File: src/rtl/assert_macros.svh
// ---------------------------------------------------------------------------
// Assertion macros
// Shared concurrent assertion forms; define ASSERT_OFF to compile them out.
// ---------------------------------------------------------------------------
`ifndef ASSERT_MACROS_SVH
`define ASSERT_MACROS_SVH
`ifndef ASSERT_OFF
// same-cycle implication
`define ASSERT_IMP(label, clk, rst_n, ante, cons) \
    label: assert property (@(posedge clk) disable iff (!rst_n) (ante) |-> (cons)) \
        else $error("assertion failed");
// next-cycle implication
`define ASSERT_NXT(label, clk, rst_n, ante, cons) \
    label: assert property (@(posedge clk) disable iff (!rst_n) (ante) |=> (cons)) \
        else $error("assertion failed");
`else
`define ASSERT_IMP(label, clk, rst_n, ante, cons)
`define ASSERT_NXT(label, clk, rst_n, ante, cons)
`endif
`endif

File: src/rtl/dsfm_pkg.sv
// ---------------------------------------------------------------------------
// dsfm_pkg
// Types, codes and the function-write rule of the switch function mapper.
// ---------------------------------------------------------------------------
package dsfm_pkg;

    localparam int CHANNELS_DEF = 4;
    localparam int PIN_W        = 4;
    localparam int HIST_W       = 3;
    localparam int CODE_W       = 4;
    localparam int MODE_W       = 3;
    localparam int CFG_IDX_W    = 3;
    localparam int CFG_DATA_W   = 4;

    localparam logic [HIST_W-1:0] HIST_ALL_ON  = 3'b111;
    localparam logic [HIST_W-1:0] HIST_ALL_OFF = 3'b000;

    // configuration register indexes
    localparam logic [CFG_IDX_W-1:0] REG_CH0  = 3'd0;
    localparam logic [CFG_IDX_W-1:0] REG_CH1  = 3'd1;
    localparam logic [CFG_IDX_W-1:0] REG_CH2  = 3'd2;
    localparam logic [CFG_IDX_W-1:0] REG_CH3  = 3'd3;
    localparam logic [CFG_IDX_W-1:0] REG_MODE = 3'd4;

    // function codes
    localparam logic [CODE_W-1:0] FN_NONE    = 4'd0;
    localparam logic [CODE_W-1:0] FN_LEFT    = 4'd1;
    localparam logic [CODE_W-1:0] FN_RIGHT   = 4'd2;
    localparam logic [CODE_W-1:0] FN_CENTER  = 4'd3;
    localparam logic [CODE_W-1:0] FN_MANUAL  = 4'd4;
    localparam logic [CODE_W-1:0] FN_AUTO    = 4'd5;
    localparam logic [CODE_W-1:0] FN_OPREADY = 4'd6;
    localparam logic [CODE_W-1:0] FN_RETRACT = 4'd7;
    localparam logic [CODE_W-1:0] FN_EXTEND  = 4'd8;
    localparam logic [CODE_W-1:0] FN_EPC1    = 4'd9;
    localparam logic [CODE_W-1:0] FN_EPC2    = 4'd10;

    // EPC functions act only in sensor modes up to this one
    localparam logic [MODE_W-1:0] MODE_EPC_MAX = 3'd1;

    // function values
    localparam logic [1:0] PUSH_IDLE   = 2'd0;
    localparam logic [1:0] PUSH_RIGHT  = 2'd1;
    localparam logic [1:0] PUSH_LEFT   = 2'd2;
    localparam logic [2:0] CENTER_OFF  = 3'd0;
    localparam logic [2:0] CENTER_ON   = 3'd5;
    localparam logic [2:0] SEL_LOW     = 3'd2;
    localparam logic [2:0] SEL_HIGH    = 3'd4;

    typedef struct packed {
        logic       level;
        logic       change;
    } chan_stat_t;

    typedef struct packed {
        logic [1:0] left_push;
        logic [1:0] right_push;
        logic [2:0] center_return;
        logic [2:0] manual_select;
        logic [2:0] auto_select;
        logic       operation_ready;
        logic       retract_limit;
        logic       extend_limit;
        logic       epc1_switch;
        logic       epc2_switch;
    } fv_t;

    // apply one channel's level change to the function values
    function automatic fv_t apply_fn(fv_t fv, logic [CODE_W-1:0] code, logic level,
                                     logic epc_en);
        fv_t r;
        r = fv;
        unique case (code)
            FN_LEFT:
            begin
                r.left_push  = level ? PUSH_LEFT : PUSH_IDLE;
                r.right_push = level ? PUSH_LEFT : PUSH_IDLE;
            end
            FN_RIGHT:
            begin
                r.left_push  = level ? PUSH_RIGHT : PUSH_IDLE;
                r.right_push = level ? PUSH_RIGHT : PUSH_IDLE;
            end
            FN_CENTER:  r.center_return   = level ? CENTER_ON : CENTER_OFF;
            FN_MANUAL:  r.manual_select   = level ? SEL_HIGH : SEL_LOW;
            FN_AUTO:    r.auto_select     = level ? SEL_LOW : SEL_HIGH;
            FN_OPREADY: r.operation_ready = level;
            FN_RETRACT: r.retract_limit   = level;
            FN_EXTEND:  r.extend_limit    = level;
            FN_EPC1:
            begin
                if (epc_en)
                    r.epc1_switch = level;
            end
            FN_EPC2:
            begin
                if (epc_en)
                    r.epc2_switch = level;
            end
            default: ; // none and unused codes write nothing
        endcase
        return r;
    endfunction

endpackage

File: src/rtl/dsfm_chan.sv
// ---------------------------------------------------------------------------
// dsfm_chan
// One switch channel: 3-sample history and debounced level.
// ---------------------------------------------------------------------------
module dsfm_chan (
    input  logic                clk,
    input  logic                rst_n,
    input  logic                step,
    input  logic                pressed,
    output dsfm_pkg::chan_stat_t stat
);
    import dsfm_pkg::*;

    logic [HIST_W-1:0] hist_reg;
    logic [HIST_W-1:0] hist_next;
    logic              level_reg;
    logic              level_next;

    // shift in the new sample; full agreement sets or clears the level
    always_comb
    begin
        hist_next = {hist_reg[HIST_W-2:0], pressed};
        priority if (hist_next == HIST_ALL_ON)
            level_next = 1'b1;
        else if (hist_next == HIST_ALL_OFF)
            level_next = 1'b0;
        else
            level_next = level_reg;
    end

    assign stat.level  = level_next;
    assign stat.change = level_next != level_reg;

    always_ff @(posedge clk or negedge rst_n)
    begin
        if (!rst_n)
        begin
            hist_reg  <= '0;
            level_reg <= 1'b0;
        end
        else if (step)
        begin
            hist_reg  <= hist_next;
            level_reg <= level_next;
        end
    end

endmodule

File: src/rtl/dsfm_map.sv
// ---------------------------------------------------------------------------
// dsfm_map
// Function value registers, rewritten by channel changes in channel order.
// ---------------------------------------------------------------------------
module dsfm_map #(
    parameter int CHANNELS = dsfm_pkg::CHANNELS_DEF
) (
    input  logic                                          clk,
    input  logic                                          rst_n,
    input  logic                                          step,
    input  dsfm_pkg::chan_stat_t [CHANNELS-1:0]           stat,
    input  logic [CHANNELS-1:0][dsfm_pkg::CODE_W-1:0]     codes,
    input  logic                                          epc_en,
    output dsfm_pkg::fv_t                                 fv
);
    import dsfm_pkg::*;

    fv_t fv_reg;
    fv_t fv_next;

    // later channels overwrite earlier ones
    always_comb
    begin
        fv_next = fv_reg;
        for (int i = 0; i < CHANNELS; i++)
        begin
            if (stat[i].change)
                fv_next = apply_fn(fv_next, codes[i], stat[i].level, epc_en);
        end
    end

    always_ff @(posedge clk or negedge rst_n)
    begin
        if (!rst_n)
            fv_reg <= '0;
        else if (step)
            fv_reg <= fv_next;
    end

    assign fv = fv_reg;

endmodule

File: src/rtl/debounced_switch_function_mapper_core.sv
// ---------------------------------------------------------------------------
// debounced_switch_function_mapper_core
// Debounces four active-low switch pins and maps level changes to functions.
// ---------------------------------------------------------------------------
// Takes one beat per clock while out_ready does not stall the result. Each
// pin_levels beat is one sampling tick: it lands in an input register, then
// one combinational pass over the channels updates the debounce histories and
// the function value registers (the result beat) once the result slot is free;
// the single pass through the channel chain sets the one-beat-per-cycle rate.
// The input side keeps accepting while a result waits, until both the input
// register and the result are held. Configuration writes take effect at once
// and are meant to be done while the block is idle.
`include "assert_macros.svh"

module debounced_switch_function_mapper_core #(
    parameter int CHANNELS = dsfm_pkg::CHANNELS_DEF
) (
    input  logic                                clk,
    input  logic                                rst_n,
    // configuration
    input  logic                                cfg_we,
    input  logic [dsfm_pkg::CFG_IDX_W-1:0]      cfg_index,
    input  logic [dsfm_pkg::CFG_DATA_W-1:0]     cfg_data,
    // input channel
    input  logic                                in_valid,
    output logic                                in_ready,
    input  logic [dsfm_pkg::PIN_W-1:0]          pin_levels,
    // result channel
    output logic                                out_valid,
    input  logic                                out_ready,
    output logic [1:0]                          left_push,
    output logic [1:0]                          right_push,
    output logic [2:0]                          center_return,
    output logic [2:0]                          manual_select,
    output logic [2:0]                          auto_select,
    output logic                                operation_ready,
    output logic                                retract_limit,
    output logic                                extend_limit,
    output logic                                epc1_switch,
    output logic                                epc2_switch
);
    import dsfm_pkg::*;

    localparam int CFG_CH = 4;

    logic [CFG_CH-1:0][CODE_W-1:0]  fn_reg;
    logic [MODE_W-1:0]              mode_reg;
    logic                           in_valid_reg;
    logic [PIN_W-1:0]               pins_reg;
    logic                           out_valid_reg;
    logic                           advance;
    logic                           epc_en;
    chan_stat_t [CHANNELS-1:0]      stat;
    logic [CHANNELS-1:0][CODE_W-1:0] codes;
    fv_t                            fv;

    // configuration registers
    always_ff @(posedge clk or negedge rst_n)
    begin
        if (!rst_n)
        begin
            fn_reg   <= '0;
            mode_reg <= '0;
        end
        else if (cfg_we)
        begin
            unique case (cfg_index)
                REG_CH0:  fn_reg[0] <= cfg_data;
                REG_CH1:  fn_reg[1] <= cfg_data;
                REG_CH2:  fn_reg[2] <= cfg_data;
                REG_CH3:  fn_reg[3] <= cfg_data;
                REG_MODE: mode_reg  <= cfg_data[MODE_W-1:0];
                default:  ;
            endcase
        end
    end

    assign epc_en = mode_reg <= MODE_EPC_MAX;

    // handshake: process when a tick is held and the result slot frees up
    assign advance   = in_valid_reg && (!out_valid_reg || out_ready);
    assign in_ready  = !in_valid_reg || advance;
    assign out_valid = out_valid_reg;

    always_ff @(posedge clk or negedge rst_n)
    begin
        if (!rst_n)
        begin
            in_valid_reg  <= 1'b0;
            out_valid_reg <= 1'b0;
        end
        else
        begin
            if (in_ready)
                in_valid_reg <= in_valid;
            if (advance)
                out_valid_reg <= 1'b1;
            else if (out_ready)
                out_valid_reg <= 1'b0;
        end
    end

    // input payload register
    always_ff @(posedge clk)
    begin
        if (in_valid && in_ready)
            pins_reg <= pin_levels;
    end

    // channel debouncers
    for (genvar g = 0; g < CHANNELS; g++)
    begin : g_chan
        assign codes[g] = fn_reg[g];

        dsfm_chan u_chan (
            .clk     (clk),
            .rst_n   (rst_n),
            .step    (advance),
            .pressed (!pins_reg[g]),
            .stat    (stat[g])
        );
    end

    // function value registers
    dsfm_map #(
        .CHANNELS (CHANNELS)
    ) u_map (
        .clk    (clk),
        .rst_n  (rst_n),
        .step   (advance),
        .stat   (stat),
        .codes  (codes),
        .epc_en (epc_en),
        .fv     (fv)
    );

    assign left_push       = fv.left_push;
    assign right_push      = fv.right_push;
    assign center_return   = fv.center_return;
    assign manual_select   = fv.manual_select;
    assign auto_select     = fv.auto_select;
    assign operation_ready = fv.operation_ready;
    assign retract_limit   = fv.retract_limit;
    assign extend_limit    = fv.extend_limit;
    assign epc1_switch     = fv.epc1_switch;
    assign epc2_switch     = fv.epc2_switch;

    // checks
    `ASSERT_IMP(a_full_stall, clk, rst_n, in_valid_reg && out_valid_reg && !out_ready, !in_ready)
    `ASSERT_NXT(a_hold_values, clk, rst_n, !advance, $stable(fv))
    `ASSERT_NXT(a_result_after_tick, clk, rst_n, advance, out_valid)

endmodule
File: config.mk
export PLATFORM = sky130hd
export DESIGN_NAME = debounced_switch_function_mapper_core
export DESIGN_NICKNAME = d
export VERILOG_FILES = /design/src/rtl/dsfm_pkg.sv /design/src/rtl/dsfm_chan.sv /design/src/rtl/dsfm_map.sv /design/src/rtl/debounced_switch_function_mapper_core.sv
export VERILOG_INCLUDE_DIRS = /design/src /design/src/rtl
export SDC_FILE = /design/constraint.sdc
export NUM_CORES = 1
export LEC_CHECK = 0
export ABC_AREA = 1
export BUFFER_PORTS_ARGS = -buffer_cell sky130_fd_sc_hd__buf_2
export CORE_MARGIN = 5
export CORE_UTILIZATION = 59
export DETAILED_ROUTE_END_ITERATION = 8
export PLACE_DENSITY = 0.79
export SLEW_MARGIN = 25
export SYNTH_ARGS = -nofsm -noshare
export SYNTH_HDL_FRONTEND = slang
export SYNTH_HIERARCHICAL = 1
export SYNTH_SLANG_ARGS = --single-unit
File: constraint.sdc
create_clock -name clk -period 2.5 [get_ports clk]
set_input_delay 0.25 -clock clk [delete_from_list [all_inputs] [get_ports clk]]
set_output_delay 0.25 -clock clk [all_outputs]
set_load 0.02 [all_outputs]
==> results of run 1 <==
[metrics by stage]
step,power [W],util,std cells,instance area [um2],hold slack (ps)
after detailed placement,0.00266,0.642,565,3470,252
after CTS,0.00326,0.665,574,3590,101
after global routing,0.00352,0.665,574,3590,93.1
after floorplan,0.00231,-,465,3240,-45.6
after global placement,0.00261,0.642,565,3470,247
final,0.00327,0.665,574,3590,106
[what timing repair did]
| item | CTS | global route |
|---|---|---|
| endpoints found under the hold margin | 22 | 0 |
| setup endpoints to repair | 0 | 0 |
| hold buffers | 1 | 0 |
[where the power goes]
group / switching (W) / total [W] / internal (W)
combinational: 0.000956 / 0.00138 / 0.000426
clock: 0.000308 / 0.000608 / 0.000299
sequential: 0.000182 / 0.00129 / 0.00110
total: 0.00145 / 0.00327 / 0.00183
[cell type report]
class	instances	area (um2)
repair buffers	39	208
inverters	62	233
flip-flops and latches	54	1370
well taps	72	90.1
fillers	488	1810
clock buffers	5	68.8
multi-input cells	339	1580
clock inverters	3	42.5
[cells in the final DEF (no fill, tap or decap)]
| master | n |
|---|---|
| inv_1 | 60 |
| nor2_1 | 43 |
| edfxtp_1 | 4 |
| or2_1 | 4 |
| o21a_1 | 2 |
| nand2_1 | 150 |
| buf_2 | 35 |
| clkbuf_8 | 5 |
| o41ai_1 | 2 |
| nor3_2 | 1 |
| inv_2 | 2 |
| nor3_1 | 1 |
| nand2_2 | 4 |
| dlygate4sd3_1 | 1 |
| and2_1 | 4 |
| inv_6 | 1 |
| o21ai_0 | 22 |
| clkinv_1 | 1 |
| nand3_2 | 1 |
| nand4_1 | 16 |
| nor4_1 | 3 |
| or2_2 | 2 |
| bufinv_16 | 1 |
| a31oi_1 | 2 |
| o21ai_2 | 1 |
| buf_4 | 3 |
| o22ai_1 | 1 |
| nand3b_1 | 1 |
| nor2_2 | 4 |
| nand3_1 | 43 |
| dfrtp_1 | 50 |
| nor3_4 | 1 |
| o211ai_1 | 1 |
| a21boi_0 | 1 |
| a21oi_1 | 19 |
| mux2_1 | 4 |
| a21oi_2 | 1 |
| o21ai_1 | 5 |
[routing by layer]
metal	up-vias	wire (um)
met5	-	0
li1	1570	-
met2	129	3790
met4	0	244
met1	1456	3530
met3	25	560
[synth_stat cells]
library cell,count,share of area
o21ai_2,1,0.0027
and2_1,4,0.0077
buf_2,2,0.0031
o211ai_1,1,0.0023
nor3_1,1,0.0015
nor3_2,1,0.0031
nand2_1,150,0.17
o21ai_1,5,0.0077
or2_2,2,0.0039
o21ai_0,22,0.034
nand3_1,43,0.066
a21boi_0,1,0.0023
or2_1,4,0.0077
o22ai_1,1,0.0019
buf_4,5,0.012
nor2_2,4,0.0077
nand2_2,4,0.0077
a31oi_1,2,0.0039
o41ai_1,2,0.0054
inv_2,2,0.0023
nor2_1,43,0.050
nand3_2,1,0.0031
o21a_1,2,0.0046
a21oi_1,20,0.031
clkbuf_1,3,0.0035
inv_1,60,0.070
nand3b_1,1,0.0023
nor3_4,1,0.0050
nand4_1,16,0.031
edfxtp_1,4,0.037
dfrtp_1,50,0.39
nor4_1,3,0.0058
mux2_1,4,0.014
[critical path, cell delays in order, from the launching register on]
cell and delay (ps):
edfxtp_1 380, inv_1 100, nand3_1 100, nand2_1 90, and2_1 290, nand3_2 150
nor3_2 270, a21oi_1 150, nand2_1 90, nand2_1 50, nand2_1 70, o21ai_2 50
[final timing paths]
check                                                   to     startpoint  slack [ps]
max in group asynchronous                        codes[14]          rst_n        1320
worst min-delay path                           pins_reg[2]  pin_levels[2]         110
worst min register to register                 mode_reg[1]    mode_reg[1]         490
worst max register to register                 u_map/fv[6]    pins_reg[1]         600
min in group asynchronous       g_chan[1].u_chan/level_reg          rst_n         420
worst max-delay path                           u_map/fv[6]    pins_reg[1]         600
[cells by family (layout without fill, tap and decap cells)]
logic type / count (synthesis) / after routing / synth area share
AO/OA/AOI/OAI: 57 / 57 / 0.0958
buffers and inverters: 72 / 109 / 0.0900
flip-flops: 54 / 54 / 0.423
AND/OR/NAND/NOR: 278 / 278 / 0.377
multiplexers: 4 / 4 / 0.0139
==> results.ini, run 1 <==
[outcome]
status=finished, final reports clean

[timing]
rsz0062_at_grt=false
min_period_ps=1900
fmax_mhz=527
finClkSkew_ps=7.65
setup_ws_ps=601
slew_headroom=0.655
slew_violations=0
setup_violations=0
finalHoldViolations=0
timing.final.crit_share=0.760
tightest_slew_ps=517
tns_ps=0

[route]
drc_errors=0
ant_nets=0
vias=3180
via_per_inst=5.54
drt_iter0_drc=282
wl_per_cell_um=14.2
dr.pass1.iters=6
wl_um=8130

[global_routing]
gr-usage-met2=0.386
grt_max_degree=36
globalRouteTotalUtil=0.238
grt_util_met3=0.0464
grt_pass1_vias=2897
grt_pass1_wl_um=13600
antenna_found_initial=0
overflow=0
met1_usage=0.316
busiest_layer=met2

[logic_synthesis]
synth_cell_type_count=33
seq_area_frac_synth=0.423
syn_area_per_cell_um2=6.96
synth_cells=465
syn-num-nets=481
ys_ff_latch=54
syn_area_mm2=0.00324
yosys_warnings=6

[clocking]
cts-resized-gates=0
post-cts-setup-buffers=0
cts_tree=yes
cts_buffer_depth=2
htreeDepth=2
cts_buffers=5
cts_sinks=54
clock-root-buffer=clkbuf_8
cts.clk_slew.worst_paths_ps=100
clk_latency_ps=320

[place]
gp_congestion=0.977
hpwl_um=6260
portBuffers=35
dp_slack_ps=662

[floorplanning]
start_util=0.599
rows=27
ios=36
die-area_mm2=0.00707
die_h_um=84.1
die_x_um=84.1
coreArea_mm2=0.00541

[hold_path]
hold_path.class=in -> reg
hold_depth=1

[critical_path]
cp.required_ps=2710
reg2regPathDepth=11
crit_path_start_kind=flop
end_kind=flop
cp_data_arrival_time_ps=2110
worstPathMaxFanout=6
crit_type=reg -> reg

[layout]
area_growth_pct=10.9
diodes=0
fin_nets=517
drive_above_1_share=0.124
largest_register_ffs=18

[power]
powerDensity_mw_per_mm2=912
peakVddDrop_v=0.000530
p_leak_nw=1.96

[flow_run]
cap_viol_max_count=0

No activity file was read; power rests on OpenSTA's default activity.
==> run 2: changes to the inputs <==
clock period = 1.77 ns   (was 2.5 ns; I/O delays follow)
==> run 2 against run 1 <==
  * Clock skew decreased by 2.1 ps
  * Wire length increased by 2.5%
  * First-iteration DRC count down 9.6%
  * Sequential share of layout area shrank 2.5 points
  * Sequential cell count is the same
  * Design area up 6.9%
  * Global-route usage fell by 0.18 points
  * Largest power group unchanged
  * Highest routed layer unchanged
==> results.ini, run 2 (same netlist as run 1, synthesis figures left out) <==
[layout]
diodes=0  ; unchanged
largest_register_ffs=18  ; unchanged
layoutNonFillerInstCount=589  ; +2.6%
stdcell_area_mm2=0.00384  ; +6.9%
fin_nets=533  ; +3.1%
layout_commonest_cell=nand2_1
most-common-layout-cells=146 x nand2_1, 58 x inv_1, 50 x dfrtp_1
area_growth_pct=18.6
utilization=0.711  ; +0.0461
fillers=471  ; -3.5%
drive_above_1_share=0.203  ; +0.0796

[global_routing]
grt_max_degree=51  ; +42%
antenna_found_initial=0  ; unchanged
grt_pass1_wl_um=13600  ; +0.25%
overflow=0  ; unchanged
globalRouteTotalUtil=0.237  ; -0.00179
grt_pass1_vias=2976  ; +2.7%

[route]
wl_um=8330  ; +2.5%
dr.pass1.iters=5  ; -1
drc_errors=0  ; unchanged
ant_nets=0  ; unchanged
drt_iter0_drc=255  ; -9.6%
wl_per_cell_um=14.1  ; about the same
via_per_inst=5.52  ; -0.31%
vias=3253  ; +2.3%

[timing]
timing.final.crit_share=0.996  ; +0.236
finClkSkew_ps=5.55  ; -2.11 ps
holdWs_ps=45.9  ; -60.4 ps
tns_ps=0  ; unchanged
slew_violations=0  ; unchanged
min_period_ps=1760  ; -137 ps
slew_headroom=0.698  ; +0.0424
setup_violations=0  ; unchanged
rsz0062_at_grt=true
tightest_slew_ps=453  ; -64.2 ps
fmax_mhz=567  ; +7.8%
finalHoldViolations=0  ; unchanged

[place]
hpwl_um=6310  ; +0.82%
numPlacedInstances=578  ; +2.3%
portBuffers=35  ; unchanged
gp_congestion=0.959  ; -1.8%
place_area_mm2=0.00360  ; +3.7%

[critical_path]
startpoint=g_chan[3].u_chan/hist_reg[0]
cp.buffers_inverters=3  ; +2
worstPathMaxFanout=4  ; -2
r2r-start=g_chan[3].u_chan/hist_reg[0]
cp_top_family=compound AO/OA/AOI/OAI gates
cp.required_ps=2000  ; -710 ps
cp-endpoint=u_map/fv[17]
end_kind=flop
regToRegSetupSlack_ps=8  ; -590 ps
cp_data_arrival_time_ps=1990  ; -120 ps
crit_path_start_kind=flop
reg2regPathDepth=9  ; -2
slowest_stage=dfrtp_1
worstPathCellList=nor2_1, nand2_1, nand2_1, and2_1, inv_1, o41ai_1, buf_4, inv_1, a21oi_1
cp_slowest_stage_delay_ps=410  ; +30 ps
cp_num_cells=9  ; -2
r2r-end=u_map/fv[17]
crit_type=reg -> reg

[flow_run]
cap_viol_max_count=0  ; unchanged

[floorplanning]
die_x_um=84.1  ; unchanged
die_h_um=84.1  ; unchanged
rows=27  ; unchanged
ios=36  ; unchanged
start_util=0.599  ; unchanged
die-area_mm2=0.00707  ; unchanged
coreArea_mm2=0.00541  ; unchanged

[clocking]
clock-root-buffer=clkbuf_8
clk_latency_ps=300  ; -20 ps
htreeDepth=2  ; unchanged
cts_buffer_depth=2  ; unchanged
cts_sinks=54  ; unchanged
cts.clk_slew.worst_paths_ps=100  ; about the same
cts_tree=yes
cts_buffers=5  ; unchanged

[power]
peakVddDrop_v=0.000783  ; +48%
clock_power_share=0.140  ; -0.046
powerDensity_mw_per_mm2=1260  ; +38%
p_leak_nw=2.06  ; +5.3%
swShare=0.449  ; +0.00688
p_seq_frac=0.378  ; -0.015
p_switching_w=0.00217  ; +50%
internal_power_w=0.00267  ; +46%
pwr-share-comb=0.482  ; +0.060

[outcome]
status=finished, final reports clean

[hold_path]
holdCritStartpoint=pin_levels[0]
hold_path.class=in -> reg

-- run 2: final cells by class --
| class | count | area, um2 | area share |
|---|---|---|---|
| clock buffer | 5 | 68.8 | 0.0179 |
| clock inverter | 2 | 13.8 | 0.00358 |
| inverter | 62 | 233 | 0.0606 |
| multi-input combinational | 339 | 1710 | 0.446 |
| sequential | 54 | 1370 | 0.357 |
| tap | 72 | 90.1 | 0.0235 |
| timing repair buffer | 55 | 353 | 0.0919 |
-- run 2: metal layers --
| metal | wire (um) | up-vias | share of wire | track usage |
|---|---|---|---|---|
| met5 | 0 | - | 0 | 0 |
| met4 | 230 | 0 | 0.028 | 0.0687 |
| met3 | 495 | 23 | 0.059 | 0.0395 |
| met2 | 4030 | 139 | 0.48 | 0.418 |
| met1 | 3580 | 1489 | 0.43 | 0.295 |
| li1 | - | 1602 | - | - |
-- run 2: how the worst min path moves through the flow --
stage	cells past startpoint	slack [ps]	endpoint
3_5_place_dp	2	180	u_map/fv[9]
4_1_cts	1	30	pins_reg[0]
3_3_place_gp	2	190	g_chan[1].u_chan/level_reg
6_report	1	50	pins_reg[0]
5_1_grt	1	20	pins_reg[0]
2_1_floorplan	0	-120	codes[0]
-- run 2: per-stage QoR --
stage | setup WS (ps) | total power, W
final | 7.86 | 0.00484
after global routing | -110 | 0.00521
after CTS | 1.74 | 0.00464
after detailed placement | -40.5 | 0.00394
after global placement | -17.0 | 0.00388
after floorplan | 191 | 0.00327
-- run 2: power groups by stage --
stage               clock [W]  combinational [W]  sequential [W]
finish               0.000676            0.00234         0.00183
global route         0.000748            0.00258         0.00187
CTS                  0.000698            0.00214         0.00181
detailed placement          0            0.00211         0.00183
global placement            0            0.00206         0.00182
floorplan                   0            0.00134         0.00193
-- run 2: timing repair --
action,CTS,global route
endpoints found under the setup margin,9,17
hold buffers,1,0
resized for setup,5,32
buffers inserted,0,3
pin swaps,0,14
hold endpoints to repair,50,0
-- run 2: worst reg2reg max path, cell delays in order (launching register included) --
cell and delay [ps]:
dfrtp_1 410, nor2_1 110, nand2_1 80, nand2_1 70, and2_1 140, inv_1 90
o41ai_1 400, buf_4 190, inv_1 60, a21oi_1 160
==> run 3: changes to the inputs <==
CORE_MARGIN = 2   (was 5)
==> run 3 against run 2 <==
  * Global-route usage grew 4.0 points
  * Via count grew 0.31%
  * First-iteration DRC count grew 25%
  * Utilization grew 2.5 points
  * Clock power grew 3%
  * Power grew 0.52%
  * Critical path type unchanged
  * Largest power group unchanged
==> results.ini, run 3 (same netlist as run 1, synthesis figures left out) <==
[outcome]
status=finished, final reports clean

[timing]
tightest_slew_ps=475  ; +22.2 ps
slew_violations=0  ; unchanged
finalHoldViolations=0  ; unchanged
min_period_ps=1740  ; -22.4 ps
setup_violations=0  ; unchanged
fmax_mhz=575  ; +1.3%
finClkSkew_ps=13.0  ; +7.42 ps
slew_headroom=0.683  ; -0.0148
rsz0062_at_grt=true
timing.final.crit_share=0.983  ; -0.0126

[power]
powerDensity_mw_per_mm2=1270  ; +0.81%
peakVddDrop_v=0.000805  ; +2.8%
p_leak_nw=2.06  ; -0.37%

[clocking]
cts_buffer_depth=2  ; unchanged
htreeDepth=2  ; unchanged
clock-root-buffer=clkbuf_8
cts_tree=yes
clk_latency_ps=320  ; +20 ps
cts_sinks=54  ; unchanged
cts.clk_slew.worst_paths_ps=100  ; about the same
cts_buffers=5  ; unchanged

[hold_path]
min_to=pins_reg[3]
hold_depth=1  ; unchanged
hold_path.class=in -> reg
holdCritStartpoint=pin_levels[3]

[global_routing]
grt_pass1_vias=2976  ; unchanged
globalRouteTotalUtil=0.277  ; +0.0400
antenna_found_initial=0  ; unchanged
grt_max_degree=51  ; unchanged
grt_pass1_wl_um=13400  ; -1.3%
overflow=0  ; unchanged

[floorplanning]
ios=36  ; unchanged
die-area_mm2=0.00610  ; -14%
coreArea_mm2=0.00520  ; -3.7%
die_h_um=78.1  ; -7.1%
die_x_um=78.1  ; -7.1%
start_util=0.622  ; +0.0230
rows=26  ; -3.7%

[critical_path]
end_kind=flop
cp.required_ps=1970  ; -30 ps
crit_path_start_kind=flop
cp.buffers_inverters=1  ; -2
r2r-end=u_map/fv[17]
cp_slowest_stage_delay_ps=390  ; -20 ps
cp_top_family=simple AND/OR/NAND/NOR gates
crit_type=reg -> reg
cp_data_arrival_time_ps=1940  ; -50 ps
reg2regPathDepth=15  ; +6
worstPathCellList=inv_2, nand3_1, nand2_1, and2_4, nand2_4, nor2_4, nand2_2, nand2_1, nand2_1, nand2_1, nand2_1, nand2_1, nand2_1, nand2_1, a21oi_2
crit_top_cell=nand2_1
worstPathMaxFanout=5  ; +1
r2r-start=pins_reg[0]
slowest_stage=edfxtp_1
regToRegSetupSlack_ps=30  ; +20 ps

[route]
drt_iter0_drc=318  ; +25%
dr.pass1.iters=6  ; +1
wl_um=8130  ; -2.5%
vias=3263  ; +0.31%
wl_per_cell_um=13.8  ; -2.5%
via_per_inst=5.54  ; +0.31%
drc_errors=0  ; unchanged
ant_nets=0  ; unchanged

[layout]
utilization=0.736  ; +0.0252
diodes=0  ; unchanged
fin_nets=534  ; +0.19%
stdcell_area_mm2=0.00383  ; -0.29%
largest_register_ffs=18  ; unchanged
most-common-layout-cells=147 x nand2_1, 57 x inv_1, 50 x dfrtp_1
layout_commonest_cell=nand2_1
area_growth_pct=18.3
drive_above_1_share=0.208  ; +0.00500

[place]
gp_congestion=1.03  ; +7.5%
portBuffers=35  ; unchanged
place_area_mm2=0.00361  ; +0.21%
hpwl_um=6210  ; -1.5%

[flow_run]
cap_viol_max_count=0  ; unchanged

==> run 3: cell types whose count changed in the layout (fill, tap and decap cells not counted), sizes merged <==
cell	delta
buf	+1
clkbuf	+1
==> run 3: power breakdown <==
part | internal (W) | switching, W
clock | 0.000283 | 0.000410
combinational | 0.000844 | 0.00151
sequential | 0.00156 | 0.000264
==> run 3: how the worst max path moves through the flow <==
stage,endpoint,cells past startpoint,from
final,u_map/fv[17],15,pins_reg[0]
after global routing,u_map/fv[17],16,pins_reg[0]
after CTS,u_map/fv[9],10,g_chan[3].u_chan/hist_reg[0]
after detailed placement,u_map/fv[7],11,g_chan[0].u_chan/hist_reg[0]
after global placement,u_map/fv[13],13,g_chan[0].u_chan/hist_reg[0]
after floorplan,u_map/fv[0],5,out_valid
==> run 3: per-layer routing <==
| layer | vias up | global-route usage | share of wire | wire, um |
|---|---|---|---|---|
| met5 | - | 0 | 0 | 0 |
| met2 | 158 | 0.466 | 0.46 | 3760 |
| met3 | 29 | 0.0402 | 0.071 | 577 |
| li1 | 1603 | - | - | - |
| met4 | 0 | 0.104 | 0.028 | 225 |
| met1 | 1473 | 0.364 | 0.44 | 3570 |
==> run 3: repair_timing <==
item | 4_1_cts | 5_1_grt
resized for setup | 4 | 34
hold buffers | 1 | 0
endpoints found under the hold margin | 50 | 0
pin swaps | 0 | 11
endpoints found under the setup margin | 11 | 17
setup buffers | 0 | 1
==> run 3: stage by stage <==
step	TNS, ps	hold WS, ps	total power [W]	std cells	setup slack [ps]
2_1_floorplan	0	-119	0.00327	465	191
3_3_place_gp	0	187	0.00388	579	19.0
3_5_place_dp	-302	185	0.00395	579	-77.1
4_1_cts	0	22.5	0.00466	588	5.71
5_1_grt	-1020	10.7	0.00522	589	-122
6_report	0	28.0	0.00487	589	30.3
==> run 3: area by class of cell <==
| class | instances | area, um2 |
|---|---|---|
| sequential | 54 | 1370 |
| tap | 70 | 87.6 |
| clock inverter | 2 | 13.8 |
| inverter | 62 | 233 |
| timing repair buffer | 56 | 348 |
| clock buffer | 6 | 72.6 |
| multi-input combinational | 339 | 1700 |
| fill | 410 | 1380 |
